[config.mk]
export PLATFORM = sky130hd
export DESIGN_NAME = mse_mac
export DESIGN_NICKNAME = d
export VERILOG_FILES = /design/src/mse_pkg.sv /design/src/mse_mac.sv
export SDC_FILE = /design/constraint.sdc
export NUM_CORES = 2
export LEC_CHECK = 0
export BUFFER_PORTS_ARGS = -buffer_cell sky130_fd_sc_hd__buf_2
export CAP_MARGIN = 10
export CORE_MARGIN = 4
export CORE_UTILIZATION = 25
export DETAILED_ROUTE_END_ITERATION = 16
export PLACE_DENSITY_LB_ADDON = 0.2
export SLEW_MARGIN = 10
export SYNTH_ARGS = -nofsm -noshare
export SYNTH_HDL_FRONTEND = slang
export SYNTH_SLANG_ARGS = --single-unit
[constraint.sdc]
create_clock -name i_clk -period 8.4 [get_ports i_clk]
set_clock_uncertainty 0.05 [all_clocks]
set_input_delay 1.68 -clock i_clk [delete_from_list [all_inputs] [get_ports i_clk]]
set_output_delay 1.68 -clock i_clk [all_outputs]
set_load 0.005 [all_outputs]
[src/mse_pkg.sv]
// Package for the matrix stack engine: sizes, command and status codes, types, identity helper.
// No dependencies.
package mse_pkg;
    localparam int STACK_LEVELS = 32;
    localparam int NUM_STACKS   = 3;
    localparam int FRAC_BITS    = 16;
    localparam int ELEMS        = 16;
    localparam int LVL_W        = $clog2(STACK_LEVELS);
    localparam int SEL_W        = 2;
    localparam int ADDR_W       = SEL_W + LVL_W + 4;
    localparam int DEPTH_OUT_W  = 5;

    typedef enum logic [2:0] {
        CMD_PUSH = 3'd0, CMD_POP = 3'd1, CMD_IDENT = 3'd2, CMD_WTOP = 3'd3,
        CMD_WOPD = 3'd4, CMD_MUL = 3'd5, CMD_READ = 3'd6, CMD_NOP = 3'd7
    } t_cmd;

    localparam logic [1:0] ST_OK    = 2'd0;
    localparam logic [1:0] ST_OVF   = 2'd1;
    localparam logic [1:0] ST_UNDF  = 2'd2;

    function automatic logic [31:0] ident_word(input logic [3:0] e);
        ident_word = (e == 4'd0 || e == 4'd5 || e == 4'd10 || e == 4'd15)
                   ? (32'd1 << FRAC_BITS) : 32'd0;
    endfunction
endpackage

[src/mse_mac.sv]
// Shared multiply-accumulate unit: one 32x32 product per cycle while enabled, summed over four.
// Depends on mse_pkg.
module mse_mac (
    input  logic        i_clk,
    input  logic        i_clr,
    input  logic        i_en,
    input  logic [31:0] i_a,
    input  logic [31:0] i_b,
    input  logic        i_acc,
    output logic [31:0] o_sat
);
    import mse_pkg::*;
    logic signed [63:0] r_prod;
    logic signed [65:0] r_sum;
    logic signed [65:0] w_sh;

    always_ff @(posedge i_clk) begin
        if (i_en) r_prod <= $signed(i_a) * $signed(i_b);
        if (i_clr) r_sum <= '0;
        else if (i_acc) r_sum <= r_sum + 66'(r_prod);
    end

    // floor of the exact four-term sum, then clamp to 32 bits
    assign w_sh = r_sum >>> FRAC_BITS;
    always_comb begin
        if (w_sh > 66'sh7FFFFFFF) o_sat = 32'h7FFFFFFF;
        else if (w_sh < -66'sh80000000) o_sat = 32'h80000000;
        else o_sat = w_sh[31:0];
    end
endmodule
==> flow_summary.toml <==
[outcome]
status = "finished clean"

[yosys]
async_flop_share_pct = 0
ys.flop_type = "dfxtp_1"
ys_seq_area_share_pct = 7.22
avgSynthCellArea_um2 = 9.28
synth_seq_cells = 130
synth_cells = 4844
synth-edff-count = 64
syn_nets = 6244
synth_top_cells_by_area = "fa_1 (48%), inv_1 (8.3%), and2_1 (7.4%), ha_1 (6.9%), nand2_1 (4.8%)"
yosys.area.top_type = "fa_1"
synth_top_area_share_pct = 48.3
syn-cell-area_um2 = 44900
yosys_warnings = 0
yosysUniqueCellTypes = 98

[run]
maxCapViolCount = 0

[grt]
overflow = 0
antenna_found_initial = 9
grt_pass1_wl_um = 214000
grt_pass1_vias = 36900
grt.total_usage_pct = 14.7
grt_max_degree = 74

[worst_setup_path]
cp_data_required_time_ns = 8.54
critPathArrivalTime_ns = 8.53
cp_max_fo = 20
critical_path.endpoint_type = "flop"
slowest_delay_ns = 0.56
cp-start-kind = "primary input"
worstSetupPathType = "primary input to flop"
crit_top_cell = "fa_1"
rr_worst_depth = 13
cp_slowest_cell = "fa_1"

[clock_network]
h-tree-depth = 4
cts_sinks = 130
clock-root-buffer = "clkbuf_16"
cts_tree = "done"
insertion_delay_ns = 0.44
cts_buffers = 17
hold_buffers = 0
clkTransAtPathRegs_ns = 0.06
clockBufferDepth = 2

[drt]
drt_first_pass_iters = 7
postRouteAntennaNets = 0
num_vias = 33000
via_per_inst = 4.34
wl_per_cell_um = 17.7
drt_wl_total_um = 135000
drtIter0Drc = 1317
drc = 0

[sta]
slew_headroom_pct = 41.7
slew_violations = 0
period_needed_ns = 8.39
worst_pin_slew_ns = 0.874
setup_violations = 0
finalSetupTns_ns = 0
rsz0062_at_grt = "true"
hold_viol_final = 0
fmax_mhz = 119
finalCritPeriodShare_pct = 99.9

[die]
die-area_um2 = 187000
core_um2 = 179000
rows = 155
initial_core_util_pct = 25.2
ios = 100
die_height_um = 432
die_width_um = 432

[placed_design]
dp_hpwl_um = 120000
port_buffers = 99
placed_area_um2 = 51600
place.gp.congestion = 0.835

[cells_and_area]
final_common_cell = "fa_1"
area_growth_pct = 20.7
finalInstanceArea_um2 = 54200
layout_common_cells = "fa_1 (1022), inv_1 (976), nand2_1 (566), and2_1 (518), buf_4 (455)"
drive_gt1_share_pct = 17.3
fill_cells = 18800
register_area_um2 = 3240
multi_input_area_um2 = 38000
nets = 6642

[hold_path]
worstHoldPathType = "flop to flop"
worstHoldPathCells = 2
Yosys cell counts, types with 6 or more instances:
cell type  number
a211oi_1       18
a21o_1         61
a21oi_1       143
a31oi_1        16
and2_1        529
and3_1         10
and4_1          9
clkbuf_1      242
dfxtp_1        66
edfxtp_1       64
fa_1         1083
ha_1          249
inv_1         996
mux2i_1        42
nand2_1       572
nand2b_1       28
nand3_1        33
nand4_1        31
nor2_1        202
nor2b_1        15
nor3_1         16
nor3b_1        11
nor4_1          6
o211ai_1        9
o21a_1         20
o21ai_0        78
o21bai_1       30
o311ai_0        6
xnor2_1        82
xor2_1         39
cell families after synthesis:
logic type | count (synthesis) | synth area share, %
AO/OA/AOI/OAI | 466 | 7.04
XOR/XNOR | 121 | 2.36
adder cells (fa/ha/maj) | 1332 | 55.2
buffers and inverters | 1255 | 10.6
flip-flops | 130 | 7.22
multiplexers | 42 | 0.936
AND/OR/NAND/NOR | 1498 | 16.6
through the flow:
| stage | setup slack, ns | instances | hold WS (ns) | util [%] |
|---|---|---|---|---|
| after CTS | -0.0485 | 7585 | 0.442 | 29.9 |
| after global routing | -0.228 | 7611 | 0.476 | 30.4 |
| after floorplan | -0.301 | 4844 | 0.401 | - |
| after detailed placement | -1.39 | 7533 | 0.433 | 28.9 |
| final | 0.00962 | 7615 | 0.444 | 30.4 |
| after global placement | -1.39 | 7533 | 0.426 | 28.9 |
final cells by class:
class	instances	area share, %
Clock buffer	20	0.863
Sequential cell	130	5.98
Tap cell	2355	5.43
Antenna cell	5	0.0231
Clock inverter	12	0.240
Multi-Input combinational cell	3459	70.0
Timing Repair Buffer	637	10.5
Inverter	997	6.91
what timing repair did:
item	in CTS	in global routing
cloned	1	5
pin swaps	119	104
endpoints found under the setup margin	32	27
gates resized for setup	250	138
hold endpoints to repair	0	0
buffers inserted	22	21
worst paths after layout:
| check | to | slack (ns) | start |
|---|---|---|---|
| worst max-delay path | r_prod[63] | 0.01 | i_b[11] |
| worst min-delay path | r_sum[8] | 0.44 | r_sum[8] |
| worst min register to register | r_sum[8] | 0.44 | r_sum[8] |
| worst max register to register | r_sum[54] | 4.61 | r_sum[0] |
flip-flops by register name, summed over array words and instances, names as in the netlist:
| name | flops |
|---|---|
| r_sum | 66 |
| r_prod | 64 |
critical path: cells and delay by family:
kind,cells,cell delay (ns)
AND/OR/NAND/NOR,4,0.47
adder cells (fa/ha/maj),9,3.90
XOR/XNOR,1,0.15
AO/OA/AOI/OAI,6,1.55
buffers and inverters,8,0.73
layer usage:
metal  up-vias  share of wire (%)  GRT usage, %
li1      15400                  -             -
met1     17100                 48          20.7
met2       494                 47          24.5
met3        87                3.9          1.77
met4         0                1.5          2.39
met5         -                  0             0
Power is left out: the tool's default activity adds up to more than one toggle a clock period on the data nets, which glitch-free logic cannot reach.
